==> config.mk <==
export PLATFORM = sky130hd
export DESIGN_NAME = camera_slm_laser_trigger_sequencer_unit_flat
export DESIGN_NICKNAME = d
export VERILOG_FILES = /design/src/sv/cslts_pkg.sv /design/src/sv/cslts_stream_if.sv /design/src/sv/cslts_cfg_regs.sv /design/src/sv/cslts_seq_core.sv /design/src/sv/camera_slm_laser_trigger_sequencer_unit.sv /design/src/flat_wrapper.sv
export SDC_FILE = /design/constraint.sdc
export NUM_CORES = 1
export LEC_CHECK = 0
export ABC_AREA = 0
export BUFFER_PORTS_ARGS = -buffer_cell sky130_fd_sc_hd__buf_2
export CAP_MARGIN = 30
export CELL_PAD_IN_SITES_DETAIL_PLACEMENT = 0
export CELL_PAD_IN_SITES_GLOBAL_PLACEMENT = 1
export CORE_ASPECT_RATIO = 0.5
export CORE_MARGIN = 2
export CORE_UTILIZATION = 50
export CTS_CLUSTER_SIZE = 24
export DETAILED_ROUTE_END_ITERATION = 8
export GPL_ROUTABILITY_DRIVEN = 0
export GPL_TIMING_DRIVEN = 0
export PLACE_DENSITY_LB_ADDON = 0.1
export SYNTH_ARGS = -nofsm -noshare
export SYNTH_HDL_FRONTEND = slang
export SYNTH_SLANG_ARGS = --single-unit
==> constraint.sdc <==
create_clock -name clk -period 5.4 [get_ports clk]
set_clock_uncertainty 0.15 [all_clocks]
set_input_delay 1.08 -clock clk [delete_from_list [all_inputs] [get_ports clk]]
set_output_delay 1.08 -clock clk [all_outputs]
set_load 0.005 [all_outputs]
==> src/sv/cslts_pkg.sv <==
`timescale 1ns / 1ps
// Shared types and constants for the camera / SLM / laser trigger sequencer.
// No dependencies; every other file but cslts_stream_if imports this package.
package cslts_pkg;

    // Default phase timer width in bits; the timer counts microseconds.
    localparam int TIMER_WIDTH_DEF = 20;

    // Widest duration register.
    localparam int DUR_W = 20;

    // Configuration port
    localparam int CFG_IDX_W  = 3;
    localparam int CFG_DATA_W = 20;

    localparam logic [CFG_IDX_W-1:0] CFG_CAMERA_PULSE = 3'd0;
    localparam logic [CFG_IDX_W-1:0] CFG_READOUT_WAIT = 3'd1;
    localparam logic [CFG_IDX_W-1:0] CFG_SLM_PULSE    = 3'd2;
    localparam logic [CFG_IDX_W-1:0] CFG_LIGHT_PULSE  = 3'd3;
    localparam logic [CFG_IDX_W-1:0] CFG_FRAME_GAP    = 3'd4;
    localparam logic [CFG_IDX_W-1:0] CFG_LIT_FRAMES   = 3'd5;
    localparam logic [CFG_IDX_W-1:0] CFG_START_DELAY  = 3'd6;

    // Register reset values
    localparam logic [9:0]  CAMERA_PULSE_RST = 10'd10;
    localparam logic [15:0] READOUT_WAIT_RST = 16'd2151;
    localparam logic [15:0] SLM_PULSE_RST    = 16'd372;
    localparam logic [15:0] LIGHT_PULSE_RST  = 16'd999;
    localparam logic [15:0] FRAME_GAP_RST    = 16'd1250;
    localparam logic [7:0]  LIT_FRAMES_RST   = 8'd72;   // 8 x 9
    localparam logic [19:0] START_DELAY_RST  = 20'd1000000;

    // Stop characters
    localparam logic [7:0] STOP_LOWER = 8'h78;  // 'x'
    localparam logic [7:0] STOP_UPPER = 8'h58;  // 'X'

    typedef enum logic [1:0] {
        REQ_TICK  = 2'd0,
        REQ_BYTE  = 2'd1,
        REQ_START = 2'd2
    } req_code_t;

    typedef enum logic [3:0] {
        PH_IDLE   = 4'd0,
        PH_DELAY  = 4'd1,
        PH_CAM    = 4'd2,
        PH_WAIT   = 4'd3,
        PH_SLM    = 4'd4,
        PH_LIGHT  = 4'd5,
        PH_GAP    = 4'd6,
        PH_TCAM1  = 4'd7,
        PH_TWAIT1 = 4'd8,
        PH_TSLM1  = 4'd9,
        PH_TLED   = 4'd10,
        PH_TCAM2  = 4'd11,
        PH_TWAIT2 = 4'd12,
        PH_TSLM2  = 4'd13,
        PH_TDARK  = 4'd14
    } phase_t;

    typedef struct packed {
        logic [1:0] req_type;
        logic [7:0] rx_byte;
    } req_t;

    typedef struct packed {
        logic camera_trigger;
        logic slm_trigger;
        logic laser_gate;
        logic test_led;
        logic sequence_start;
        logic running;
    } res_t;

    typedef struct packed {
        logic [9:0]  camera_pulse_us;
        logic [15:0] readout_wait_us;
        logic [15:0] slm_pulse_us;
        logic [15:0] light_pulse_us;
        logic [15:0] frame_gap_us;
        logic [7:0]  lit_frame_count;
        logic [19:0] start_delay_us;
    } cfg_t;

endpackage

==> src/sv/cslts_stream_if.sv <==
`timescale 1ns / 1ps
// Valid/ready stream interface carrying one request or result per handshake.
// Payload type is set per instance; no other dependencies.
interface cslts_stream_if #(
    parameter type T = logic
) ();
    logic valid;
    logic ready;
    T     data;

    modport source (output valid, output data, input ready);
    modport sink   (input valid, input data, output ready);
endinterface

==> src/sv/cslts_cfg_regs.sv <==
`timescale 1ns / 1ps
// Configuration register bank for the trigger sequencer.
// Depends on cslts_pkg.
module cslts_cfg_regs
    import cslts_pkg::*;
(
    input  logic                  clk,
    input  logic                  rst_n,
    input  logic                  cfg_we,
    input  logic [CFG_IDX_W-1:0]  cfg_index,
    input  logic [CFG_DATA_W-1:0] cfg_wdata,
    output cfg_t                  cfg
);

    cfg_t cfg_reg;

    always_ff @(posedge clk or negedge rst_n)
    begin
        if (!rst_n)
        begin
            cfg_reg.camera_pulse_us <= CAMERA_PULSE_RST;
            cfg_reg.readout_wait_us <= READOUT_WAIT_RST;
            cfg_reg.slm_pulse_us    <= SLM_PULSE_RST;
            cfg_reg.light_pulse_us  <= LIGHT_PULSE_RST;
            cfg_reg.frame_gap_us    <= FRAME_GAP_RST;
            cfg_reg.lit_frame_count <= LIT_FRAMES_RST;
            cfg_reg.start_delay_us  <= START_DELAY_RST;
        end
        else if (cfg_we)
        begin
            case (cfg_index)
                CFG_CAMERA_PULSE: cfg_reg.camera_pulse_us <= cfg_wdata[9:0];
                CFG_READOUT_WAIT: cfg_reg.readout_wait_us <= cfg_wdata[15:0];
                CFG_SLM_PULSE:    cfg_reg.slm_pulse_us    <= cfg_wdata[15:0];
                CFG_LIGHT_PULSE:  cfg_reg.light_pulse_us  <= cfg_wdata[15:0];
                CFG_FRAME_GAP:    cfg_reg.frame_gap_us    <= cfg_wdata[15:0];
                CFG_LIT_FRAMES:   cfg_reg.lit_frame_count <= cfg_wdata[7:0];
                CFG_START_DELAY:  cfg_reg.start_delay_us  <= cfg_wdata[19:0];
                default:          ;  // unmapped index
            endcase
        end
    end

    assign cfg = cfg_reg;

endmodule

==> src/sv/cslts_seq_core.sv <==
`timescale 1ns / 1ps
// Phase sequencer: phase, timer, frame count, stop latch and start level.
// Depends on cslts_pkg.
module cslts_seq_core
    import cslts_pkg::*;
#(
    parameter int TIMER_WIDTH = TIMER_WIDTH_DEF
) (
    input  logic clk,
    input  logic rst_n,
    input  logic adv,       // request is taken this cycle
    input  req_t item,
    input  cfg_t cfg,
    output res_t res_next   // levels after the request
);

    localparam logic [32:0] TIMER_TOP = (33'd1 << TIMER_WIDTH) - 33'd1;

    typedef struct packed {
        phase_t     phase;
        logic [7:0] frame_index;
        logic       stop_pending;
        logic       start_level;
    } seq_state_t;

    seq_state_t             st_reg, st_next;
    logic [TIMER_WIDTH-1:0] timer_reg, timer_next;

    seq_state_t             cand;
    seq_state_t             fin;
    logic                   do_enter;
    logic                   skip;
    logic [DUR_W-1:0]       raw_len;
    logic [32:0]            ext_len;
    logic [TIMER_WIDTH-1:0] fin_len;

    // Phase after a finished phase, with its side effects.
    function automatic seq_state_t succ(input seq_state_t s, input logic [7:0] lit);
        seq_state_t r;
        r = s;
        case (s.phase)
            PH_DELAY:
            begin
                r.start_level = 1'b1;
                r.frame_index = '0;
                r.phase       = (lit == '0) ? PH_TCAM1 : PH_CAM;
            end
            PH_GAP:
            begin
                r.frame_index = s.frame_index + 8'd1;
                r.phase       = (r.frame_index >= lit) ? PH_TCAM1 : PH_CAM;
            end
            PH_TDARK:
            begin
                r.frame_index = '0;
                if (s.stop_pending)
                begin
                    r.stop_pending = 1'b0;
                    r.start_level  = 1'b0;
                    r.phase        = PH_IDLE;
                end
                else
                begin
                    r.phase = (lit == '0) ? PH_TCAM1 : PH_CAM;
                end
            end
            PH_CAM:    r.phase = PH_WAIT;
            PH_WAIT:   r.phase = PH_SLM;
            PH_SLM:    r.phase = PH_LIGHT;
            PH_LIGHT:  r.phase = PH_GAP;
            PH_TCAM1:  r.phase = PH_TWAIT1;
            PH_TWAIT1: r.phase = PH_TSLM1;
            PH_TSLM1:  r.phase = PH_TLED;
            PH_TLED:   r.phase = PH_TCAM2;
            PH_TCAM2:  r.phase = PH_TWAIT2;
            PH_TWAIT2: r.phase = PH_TSLM2;
            PH_TSLM2:  r.phase = PH_TDARK;
            default:
            begin
                r.start_level = 1'b0;
                r.frame_index = '0;
                r.phase       = PH_IDLE;
            end
        endcase
        return r;
    endfunction

    // Request decode: candidate phase to enter, or a plain update.
    always_comb
    begin
        cand       = st_reg;
        do_enter   = 1'b0;
        st_next    = st_reg;
        timer_next = timer_reg;
        case (item.req_type)
            REQ_TICK:
            begin
                if (st_reg.phase != PH_IDLE)
                begin
                    if (timer_reg <= TIMER_WIDTH'(1))
                    begin
                        cand     = succ(st_reg, cfg.lit_frame_count);
                        do_enter = 1'b1;
                    end
                    else
                    begin
                        timer_next = timer_reg - TIMER_WIDTH'(1);
                    end
                end
            end
            REQ_BYTE:
            begin
                if (st_reg.phase != PH_IDLE && (item.rx_byte inside {STOP_LOWER, STOP_UPPER}))
                begin
                    st_next.stop_pending = 1'b1;
                end
            end
            REQ_START:
            begin
                if (st_reg.phase == PH_IDLE)
                begin
                    cand.phase        = PH_DELAY;
                    cand.frame_index  = '0;
                    cand.stop_pending = 1'b0;
                    cand.start_level  = 1'b0;
                    do_enter          = 1'b1;
                end
            end
            default: ;
        endcase
        if (do_enter)
        begin
            st_next    = fin;
            timer_next = fin_len;
        end
    end

    // Zero start delay or zero gap falls straight through to the next phase.
    assign skip = (cand.phase == PH_DELAY && cfg.start_delay_us == '0) ||
                  (cand.phase == PH_GAP && cfg.frame_gap_us == '0);
    assign fin  = skip ? succ(cand, cfg.lit_frame_count) : cand;

    // Length of the entered phase, read from its register now.
    always_comb
    begin
        case (fin.phase)
            PH_DELAY:                       raw_len = cfg.start_delay_us;
            PH_CAM, PH_TCAM1, PH_TCAM2:     raw_len = DUR_W'(cfg.camera_pulse_us);
            PH_WAIT, PH_TWAIT1, PH_TWAIT2:  raw_len = DUR_W'(cfg.readout_wait_us);
            PH_SLM, PH_TSLM1, PH_TSLM2:     raw_len = DUR_W'(cfg.slm_pulse_us);
            PH_LIGHT, PH_TLED, PH_TDARK:    raw_len = DUR_W'(cfg.light_pulse_us);
            PH_GAP:                         raw_len = DUR_W'(cfg.frame_gap_us);
            default:                        raw_len = '0;
        endcase
        // pulse and wait phases last at least one tick
        if (raw_len == '0 && fin.phase != PH_IDLE && fin.phase != PH_DELAY &&
            fin.phase != PH_GAP)
        begin
            raw_len = DUR_W'(1);
        end
        ext_len = 33'(raw_len);
        fin_len = (ext_len > TIMER_TOP) ? TIMER_TOP[TIMER_WIDTH-1:0]
                                        : ext_len[TIMER_WIDTH-1:0];
    end

    always_ff @(posedge clk or negedge rst_n)
    begin
        if (!rst_n)
        begin
            st_reg.phase        <= PH_IDLE;
            st_reg.frame_index  <= '0;
            st_reg.stop_pending <= 1'b0;
            st_reg.start_level  <= 1'b0;
            timer_reg           <= '0;
        end
        else if (adv)
        begin
            st_reg    <= st_next;
            timer_reg <= timer_next;
        end
    end

    always_comb
    begin
        res_next.camera_trigger = (st_next.phase == PH_CAM) ||
                                  (st_next.phase == PH_TCAM1) ||
                                  (st_next.phase == PH_TCAM2);
        res_next.slm_trigger    = (st_next.phase == PH_SLM);
        res_next.laser_gate     = (st_next.phase == PH_LIGHT);
        res_next.test_led       = (st_next.phase == PH_TLED);
        res_next.sequence_start = st_next.start_level;
        res_next.running        = (st_next.phase != PH_IDLE);
    end

endmodule

==> src/sv/camera_slm_laser_trigger_sequencer_unit.sv <==
`timescale 1ns / 1ps
// Top level of the camera / SLM / laser trigger sequencer.
// Depends on cslts_pkg, cslts_stream_if, cslts_cfg_regs and cslts_seq_core.

// Microsecond trigger sequencer. Each request on req is a one-microsecond
// tick, a received serial byte or a start request, and each one yields
// exactly one result on res: the trigger levels after that request. A start
// request while idle runs the start delay, then raises sequence_start and
// loops over bursts: lit_frame_count lit frames (camera pulse, readout wait,
// SLM pulse, laser pulse, dark gap), then one trailing frame with the test
// LED in place of the laser and one dark trailing frame. An 'x' or 'X' byte
// while running latches a stop, which takes effect when the current burst
// ends; all outputs then fall. Durations count ticks, not clocks; each is
// read from its register when its phase is entered, and anything beyond the
// phase timer range saturates. Zero start delay or gap is skipped, other zero
// durations count as one tick. Throughput is one request per clock while res
// is not stalled: a request is held in the input register, the phase logic
// runs between that register and the result register, and the result is
// registered there. Both registers have their own valid, so
// a new request is taken while a finished result still waits on res.ready.
// Configuration is written through cfg_we/cfg_index/cfg_wdata and should be
// changed only while the block is idle.
module camera_slm_laser_trigger_sequencer_unit
    import cslts_pkg::*;
#(
    parameter int TIMER_WIDTH = TIMER_WIDTH_DEF  // 16 to 32
) (
    input  logic                  clk,
    input  logic                  rst_n,
    input  logic                  cfg_we,
    input  logic [CFG_IDX_W-1:0]  cfg_index,
    input  logic [CFG_DATA_W-1:0] cfg_wdata,
    cslts_stream_if.sink          req,
    cslts_stream_if.source        res
);

    cfg_t cfg;
    res_t res_next;

    // input stage
    logic s1_valid_reg;
    req_t s1_item_reg;

    // result stage
    logic out_valid_reg;
    res_t out_data_reg;

    logic adv;   // request moves from input stage into result register

    assign adv       = s1_valid_reg && (!out_valid_reg || res.ready);
    assign req.ready = !s1_valid_reg || adv;

    cslts_cfg_regs u_cfg_regs (
        .clk       (clk),
        .rst_n     (rst_n),
        .cfg_we    (cfg_we),
        .cfg_index (cfg_index),
        .cfg_wdata (cfg_wdata),
        .cfg       (cfg)
    );

    cslts_seq_core #(
        .TIMER_WIDTH (TIMER_WIDTH)
    ) u_seq_core (
        .clk      (clk),
        .rst_n    (rst_n),
        .adv      (adv),
        .item     (s1_item_reg),
        .cfg      (cfg),
        .res_next (res_next)
    );

    always_ff @(posedge clk or negedge rst_n)
    begin
        if (!rst_n)
        begin
            s1_valid_reg <= 1'b0;
        end
        else if (req.valid && req.ready)
        begin
            s1_valid_reg <= 1'b1;
        end
        else if (adv)
        begin
            s1_valid_reg <= 1'b0;
        end
    end

    always_ff @(posedge clk)
    begin
        if (req.valid && req.ready)
        begin
            s1_item_reg <= req.data;
        end
    end

    always_ff @(posedge clk or negedge rst_n)
    begin
        if (!rst_n)
        begin
            out_valid_reg <= 1'b0;
        end
        else if (adv)
        begin
            out_valid_reg <= 1'b1;
        end
        else if (res.ready)
        begin
            out_valid_reg <= 1'b0;
        end
    end

    always_ff @(posedge clk)
    begin
        if (adv)
        begin
            out_data_reg <= res_next;
        end
    end

    assign res.valid = out_valid_reg;
    assign res.data  = out_data_reg;

endmodule

==> src/flat_wrapper.sv <==
// flat-port wrapper written by rule: the top's interface ports become plain ports
module camera_slm_laser_trigger_sequencer_unit_flat import cslts_pkg::*;
#(
    parameter int TIMER_WIDTH = TIMER_WIDTH_DEF             
)
  (clk, rst_n, cfg_we, cfg_index, cfg_wdata, req_valid, req_data, req_ready, res_valid, res_data, res_ready);
  cslts_stream_if req_i ();
  cslts_stream_if res_i ();
  input  logic clk;
  input  logic rst_n;
  input  logic cfg_we;
  input  logic [CFG_IDX_W-1:0] cfg_index;
  input  logic [CFG_DATA_W-1:0] cfg_wdata;
  input wire logic [$bits(req_i.valid)-1:0] req_valid;
  input wire logic [$bits(req_i.data)-1:0] req_data;
  output wire logic [$bits(req_i.ready)-1:0] req_ready;
  output wire logic [$bits(res_i.valid)-1:0] res_valid;
  output wire logic [$bits(res_i.data)-1:0] res_data;
  input wire logic [$bits(res_i.ready)-1:0] res_ready;
  assign req_i.valid = req_valid;
  assign req_i.data = req_data;
  assign req_ready = req_i.ready;
  assign res_valid = res_i.valid;
  assign res_data = res_i.data;
  assign res_i.ready = res_ready;
  camera_slm_laser_trigger_sequencer_unit #(.TIMER_WIDTH(TIMER_WIDTH)) u_core (.clk(clk), .rst_n(rst_n), .cfg_we(cfg_we), .cfg_index(cfg_index), .cfg_wdata(cfg_wdata), .req(req_i), .res(res_i));
endmodule
# Word level (Yosys, flattened, before mapping)
# Index checks and enable logic that the tools add are counted.
[word_totals] ramBits=0 mem_count=0 in_bits=29 rom_bits=0 elab_cells=142 reg_bits=139 latchBits=0
[op_classes] n_reduce_logical=40 addsub=3 eq_ne=51 n_mux=30 mul=0 bitwise_logic=0 n_lt_le_gt_ge=3 div_mod_pow=0 shifts=0
[ops] operator="20-bit case mux with 6 select lines" count=1
[ops] operator="4-bit case mux with 14 select lines" count=2
[ops] operator="4-bit == test (second input constant)" count=21
[ops] operator="20-bit two-way mux" count=4
[ops] operator="14-bit two-way mux" count=4
[ops] operator="4-bit by 3-bit == test with 1-bit output (second input constant)" count=12
[ops] operator="20-bit zero test" count=2
[ops] operator="8-bit case mux with 2 select lines" count=2
[ops] operator="4-bit by 2-bit == test with 1-bit output (second input constant)" count=6
[ops] operator="12-bit OR reduction" count=2
[ops] operator="11-bit OR reduction" count=2
[ops] operator="20-bit by 1-bit less-or-equal comparator with 1-bit output (second input constant)" count=1
[ops] operator="20-bit by 1-bit subtractor with 20-bit output (second input constant)" count=1
[ops] operator="8-bit by 1-bit adder with 8-bit output (second input constant)" count=2
[ops] operator="8-bit greater-or-equal comparator" count=2
[ops] operator="16-bit zero test" count=1
[ops] operator="2-bit AND reduction" count=8
[ops] operator="3-bit two-way mux" count=5
[ops] operator="4-bit by 1-bit == test with 1-bit output (second input constant)" count=3
[ops] operator="4-bit nonzero test" count=3
[ops] operator="3-bit OR reduction" count=4
[ops] operator="1-bit two-way mux" count=10
[ops] operator="3-bit == test (second input constant)" count=3
[ops] operator="8-bit zero test" count=1
[ops] operator="other kinds (12)" count=25

# Logic depth before layout (Yosys ltp)
[logic_depth] ltp_word=20 ltp_mapped=24 mapped_depth_nobuf=23

# Modules after synthesis
# Synthesis repeated with hierarchy kept, for this count alone.
[unflattened] cells_unflattened=850 hier_area_um2=8744.6
[modules_own_cells] module="cslts_seq_core" instances=1 area_per_inst_um2=4538.1 seq_area_each_um2=850.8 cells_each=618
[modules_own_cells] module="cslts_cfg_regs" instances=1 area_per_inst_um2=4038.9 seq_area_each_um2=2596.2 cells_each=221
[modules_own_cells] module="camera_slm_laser_trigger_sequencer_unit" instances=1 area_per_inst_um2=167.7 seq_area_each_um2=110.1 cells_each=11

# Least setup slack after synthesis
# Ideal clock, no wire load.
[synth_path] path_type="register to register" from="register u_core.u_seq_core.timer_reg[0]" to="register u_core.u_seq_core.timer_reg[0]" path_stages_with_launch=25 path_slack_ns=0.570 period_less_slack_ns=4.830 arrival_time_ns=4.594 n_path_buf=2 path_cell_list="dfrtp_1 inv_1 ha_1 nor2_1 or4_4 nor2_2 buf_2 and2_1 clkbuf_1 a22o_1 and3_1 nand3b_1 nor3_1 xor2_1 ha_1 o21ai_0 nand2b_1 a31oi_1 nand3_1 nand3_1 a21oi_1 or4bb_1 nor4_2 a31oi_1 o221ai_2"
[synth_via] elab_chain_len=17 elab_cells_between_ends=62
[synth_rtl] element="from (decl)" line_no="cslts_seq_core.sv:27" rtl="logic [TIMER_WIDTH-1:0] timer_reg, timer_next;"
[synth_rtl] element="from (signal assigned)" line_no="cslts_seq_core.sv:179" rtl="timer_reg <= timer_next;"
[synth_rtl] element="20-bit by 1-bit less-or-equal comparator with 1-bit output" line_no="cslts_seq_core.sv:100" rtl="if (timer_reg <= TIMER_WIDTH'(1))"
[synth_rtl] element="14-bit two-way mux" line_no="cslts_seq_core.sv:100"
[synth_rtl] element="14-bit two-way mux" line_no="cslts_seq_core.sv:98" rtl="if (st_reg.phase != PH_IDLE)"
[synth_rtl] element="8-bit by 1-bit adder with 8-bit output" line_no="cslts_seq_core.sv:50" rtl="r.frame_index = s.frame_index + 8'd1;"
[synth_rtl] element="8-bit greater-or-equal comparator" line_no="cslts_seq_core.sv:51" rtl="r.phase = (r.frame_index >= lit) ? PH_TCAM1 : PH_CAM;"
[synth_rtl] element="3-bit two-way mux" line_no="cslts_seq_core.sv:51"
[synth_rtl] element="4-bit case mux with 14 select lines" line_no="cslts_seq_core.sv:41" rtl="case (s.phase)"
[synth_rtl] element="14-bit two-way mux" line_no="cslts_seq_core.sv:141" rtl="assign fin = skip ? succ(cand, cfg.lit_frame_count) : cand;"
[synth_rtl] element="4-bit by 3-bit == test with 1-bit output, or another cell as far along" line_no="cslts_seq_core.sv:146" rtl="case (fin.phase)"
[synth_rtl] element="3-bit OR reduction" line_no="cslts_seq_core.sv:146"
[synth_rtl] element="20-bit case mux with 6 select lines" line_no="cslts_seq_core.sv:146"
[synth_rtl] element="20-bit zero test" line_no="cslts_seq_core.sv:156" rtl="if (raw_len == '0 && fin.phase != PH_IDLE && fin.phase != PH_DELAY &&"
[synth_rtl] element="1-bit logical AND (3 in series)" line_no="cslts_seq_core.sv:156"
[synth_rtl] element="20-bit two-way mux" line_no="cslts_seq_core.sv:156"
[synth_rtl] element="20-bit two-way mux" line_no="cslts_seq_core.sv:131" rtl="if (do_enter)"
# Several ways; a longest one is shown, not always the timed one. The select of a mux whose other input is x is not followed.
# A chain may end at the register's enable or synchronous reset.

# Worst setup path after layout
[layout_path] from="register u_core.u_seq_core.st_reg[4] in the netlist's numbering" to="register u_core.u_seq_core.timer_reg[0]"
[layout_via] elab_chain_len=19 elab_cells_between_ends=57
[layout_rtl] element="from (decl)" line_no="cslts_seq_core.sv:26" rtl="seq_state_t st_reg, st_next;"
[layout_rtl] element="from (signal assigned)" line_no="cslts_seq_core.sv:178" rtl="st_reg <= st_next;"
[layout_rtl] element="8-bit by 1-bit adder with 8-bit output" line_no="cslts_seq_core.sv:50"
[layout_rtl] element="8-bit greater-or-equal comparator" line_no="cslts_seq_core.sv:51"
[layout_rtl] element="3-bit two-way mux" line_no="cslts_seq_core.sv:51"
[layout_rtl] element="4-bit case mux with 14 select lines" line_no="cslts_seq_core.sv:41"
[layout_rtl] element="14-bit two-way mux" line_no="cslts_seq_core.sv:100"
[layout_rtl] element="14-bit two-way mux *" line_no="cslts_seq_core.sv:98"
[layout_rtl] element="parallel branches: the longest is 3 deep, another holds 8-bit by 1-bit adder with 8-bit output"
[layout_rtl] element="14-bit two-way mux *" line_no="cslts_seq_core.sv:141"
[layout_rtl] element="4-bit by 3-bit == test with 1-bit output, or another cell as far along" line_no="cslts_seq_core.sv:146"
[layout_rtl] element="3-bit OR reduction" line_no="cslts_seq_core.sv:146"
[layout_rtl] element="20-bit case mux with 6 select lines" line_no="cslts_seq_core.sv:146"
[layout_rtl] element="20-bit zero test" line_no="cslts_seq_core.sv:156"
[layout_rtl] element="1-bit logical AND (3 in series)" line_no="cslts_seq_core.sv:156"
[layout_rtl] element="20-bit two-way mux *" line_no="cslts_seq_core.sv:156"
[layout_rtl] element="20-bit two-way mux *" line_no="cslts_seq_core.sv:131"
# Mark *: on every way between the ends.

==> impl_metrics.toml <==
[power_and_ir_drop]
intPower_mw = 2.17
clkPwrFrac_pct = 42.5
combinationalPowerShare_pct = 10.5
peakVddDrop_mv = 0.296
power_frac_seq_pct = 47.1
leakage_nw = 3.80
power.density_mw_per_mm2 = 321
switching_share_pct = 26.0
p_sw_uw = 761

[final_layout]
regArea_mm2 = 0.00350
area_delta_synth_final_pct = 15.1
fillCellCount = 1338
instances_no_fill = 1051
largest_register_ffs = 102
n_antenna_cell = 0
stdcell_area_mm2 = 0.00914
multi_input_area_mm2 = 0.00430
drive_above_1_share_pct = 29.3
layout.nets = 883

[cts]
cts.clk_slew.worst_paths_ps = 60
htreeDepth = 4
clock_latency_ps = 430
cts_tree = "built"
cts_buffer_depth = 2
clock_sinks = 138
cts_root_buffer = "clkbuf_16"
numCtsBuffers = 17

[sta]
clock.fmax_mhz = 194
hold_viol = 0
post-route-period-util_pct = 95.7
finalWorstSetupSlack_ps = 234
tightest_slew_ps = 928
maxSlewHeadroom_pct = 37.6
layout_min_cycle_time_ps = 5170
setup_viol = 0
final_max_slew_viol_count = 0

[logic_synthesis]
async_flop_share_pct = 99.3
synth_common_cells = "104 x mux2_2, 102 x dfrtp_1, 82 x nand2_1, 40 x nor2_1"
synth_top_area_share_pct = 32.2
syn_avg_cell_area_um2 = 10.2
syn-num-nets = 825
ys_ff_latch = 138
yosysMostFrequentCell = "mux2_2"
ys_seq_area_share_pct = 44.1
synthFlopType = "dfrtp_1"
yosys_warnings = 0
yosysTopAreaCell = "dfrtp_1"
synth_enable_flop_cells = 1
synth_area_leaders = "dfrtp_1 32%, mux2_2 15%, dfstp_2 12%"
netlist_area_mm2 = 0.00794
synth_cells = 776
synth.distinct_cells = 77

[die]
rows = 32
die_y_um = 93.1
die_w_um = 182
core_area_mm2 = 0.0155
io_pins = 32
start_util_pct = 51.4
dieArea_mm2 = 0.0170

[grt]
grt_start_max_net_pins = 104
grt_first_pass_wirelength_um = 36400
grt_pass1_vias = 6181
antenna_found_initial = 0
grt_usage_pct = 28.5
gr-total-overflow = 0

[place]
postPlaceCellArea_mm2 = 0.00840
dp_slack_ps = -419
dpl.hpwl_um = 16800
dpl.cell_count = 1015
io_buffers = 28

[critical_path]
path_max_fanout = 8
critPathLaunchType = "flop"
crit_path_end_kind = "flop"
critPathSlowestCell = "a21oi_1"
cp_cell_sequence = "and3_1, and3_1, xor2_1, ha_1, a21o_1, a21oi_1, o31ai_1, a31o_2, o211ai_2, nand2_2, mux2_2, and2_1, clkbuf_1, a21oi_1, o31ai_1, nor4_2, a31oi_1, o221ai_2"
worst_ep_required_time_ps = 5590
crit_arrival_ps = 5360
cpPeakStageDelay_ps = 610
crit_type = "reg -> reg"

[route]
wl_per_cell_um = 21.9
viasPerCell = 6.35
first_pass_iters = 7
drc = 0
antenna_left = 0
wirelength_um = 23000
vias = 6669
drt_iter0_drc = 564

[job]
maxCapViolCount = 0

[min_path]
hold_path.class = "reg -> reg"

[status]
status = "finished, final reports clean"
## logic make-up after synthesis
kind of cell / count (synthesis) / share of synthesized area [%]
AND/OR/NAND/NOR: 241 / 15.5
AO/OA/AOI/OAI: 194 / 17.0
flip-flops: 138 / 44.1
multiplexers: 114 / 16.0
buffers and inverters: 57 / 2.77
adder cells (fa/ha/maj): 20 / 3.15
XOR/XNOR: 12 / 1.32
## critical path: cells and delay by family, from the launching register on
kind	cells	cell delay [ps]
xor+xnor	1	160
fa+ha+maj	1	320
flops	1	450
mux	1	340
buf+inv	1	260
compound gates	9	2250
simple gates	5	1130
## worst paths after layout
check / slack [ps] / cells past startpoint / from / endpoint
min in group asynchronous: 400 / 1 / rst_n / u_core.u_seq_core.st_reg[4]
hold reg to reg: 330 / 1 / u_core.u_seq_core.timer_reg[16] / u_core.u_seq_core.timer_reg[16]
max in group asynchronous: 3840 / 2 / rst_n / u_core.u_cfg_regs.cfg[51]
setup / recovery: 230 / 18 / u_core.u_seq_core.st_reg[4] / u_core.u_seq_core.timer_reg[0]
setup reg to reg: 230 / 18 / u_core.u_seq_core.st_reg[4] / u_core.u_seq_core.timer_reg[0]
hold / removal: 330 / 1 / u_core.u_seq_core.timer_reg[16] / u_core.u_seq_core.timer_reg[16]
## power groups by stage
| stage | Sequential [mW] | Combinational [mW] | Clock [mW] |
|---|---|---|---|
| 2_1_floorplan | 1.34 | 0.224 | 0 |
| 3_3_place_gp | 1.39 | 0.290 | 0 |
| 3_5_place_dp | 1.40 | 0.306 | 0 |
| 4_1_cts | 1.38 | 0.308 | 1.25 |
| 5_1_grt | 1.40 | 0.340 | 1.30 |
| 6_report | 1.38 | 0.307 | 1.24 |
## per-stage QoR
stage	hold slack, ps	total power [mW]	TNS (ps)	util, %
after floorplan	294	1.57	0	-
after global placement	308	1.68	-399	53.9
after detailed placement	326	1.70	-419	54.3
after CTS	334	2.93	0	58.6
after global routing	348	3.04	-3.07	59.1
final	329	2.93	0	59.1
## cell type report
class	count	area share, %
repair buffers	40	2.67
multi-input cells	581	47.0
well taps	204	2.79
clock inverters	14	1.94
plain buffers	35	1.57
clock buffers	18	4.81
flip-flops and latches	138	38.3
inverters	21	0.863
## layout by cell type (no fill, tap or decap), drive strengths merged, types with 6 or more instances in the layout
| master | instances |
|---|---|
| nand2b | 11 |
| a22oi | 14 |
| o22ai | 6 |
| mux2i | 9 |
| dfrtp | 102 |
| inv | 28 |
| nor3 | 15 |
| a21oi | 40 |
| a222oi | 6 |
| o21ai | 42 |
| nor2 | 43 |
| ha | 20 |
| xor2 | 7 |
| nand2 | 83 |
| dfstp | 35 |
| and2 | 7 |
| buf | 45 |
| nor4 | 19 |
| or3 | 7 |
| nand3 | 22 |
| o211ai | 6 |
| a31oi | 10 |
| mux2 | 105 |
| a22o | 6 |
| o22a | 7 |
| clkbuf | 48 |
| and3 | 7 |
## metal layers
metal	wire length [um]	global-route usage, %	up-vias
li1	-	-	3041
met1	11500	42.8	3386
met3	1550	6.54	28
met4	209	6.05	0
met2	9780	42.0	214
met5	0	0	-
## timing repair
| action | in CTS | in global routing |
|---|---|---|
| endpoints found under the setup margin | 1 | 1 |
| gates resized for setup | 11 | 11 |
| buffers inserted | 1 | 4 |
| hold buffers | 0 | 0 |
| pin swaps | 1 | 6 |
No activity file was read; power rests on OpenSTA's default activity.
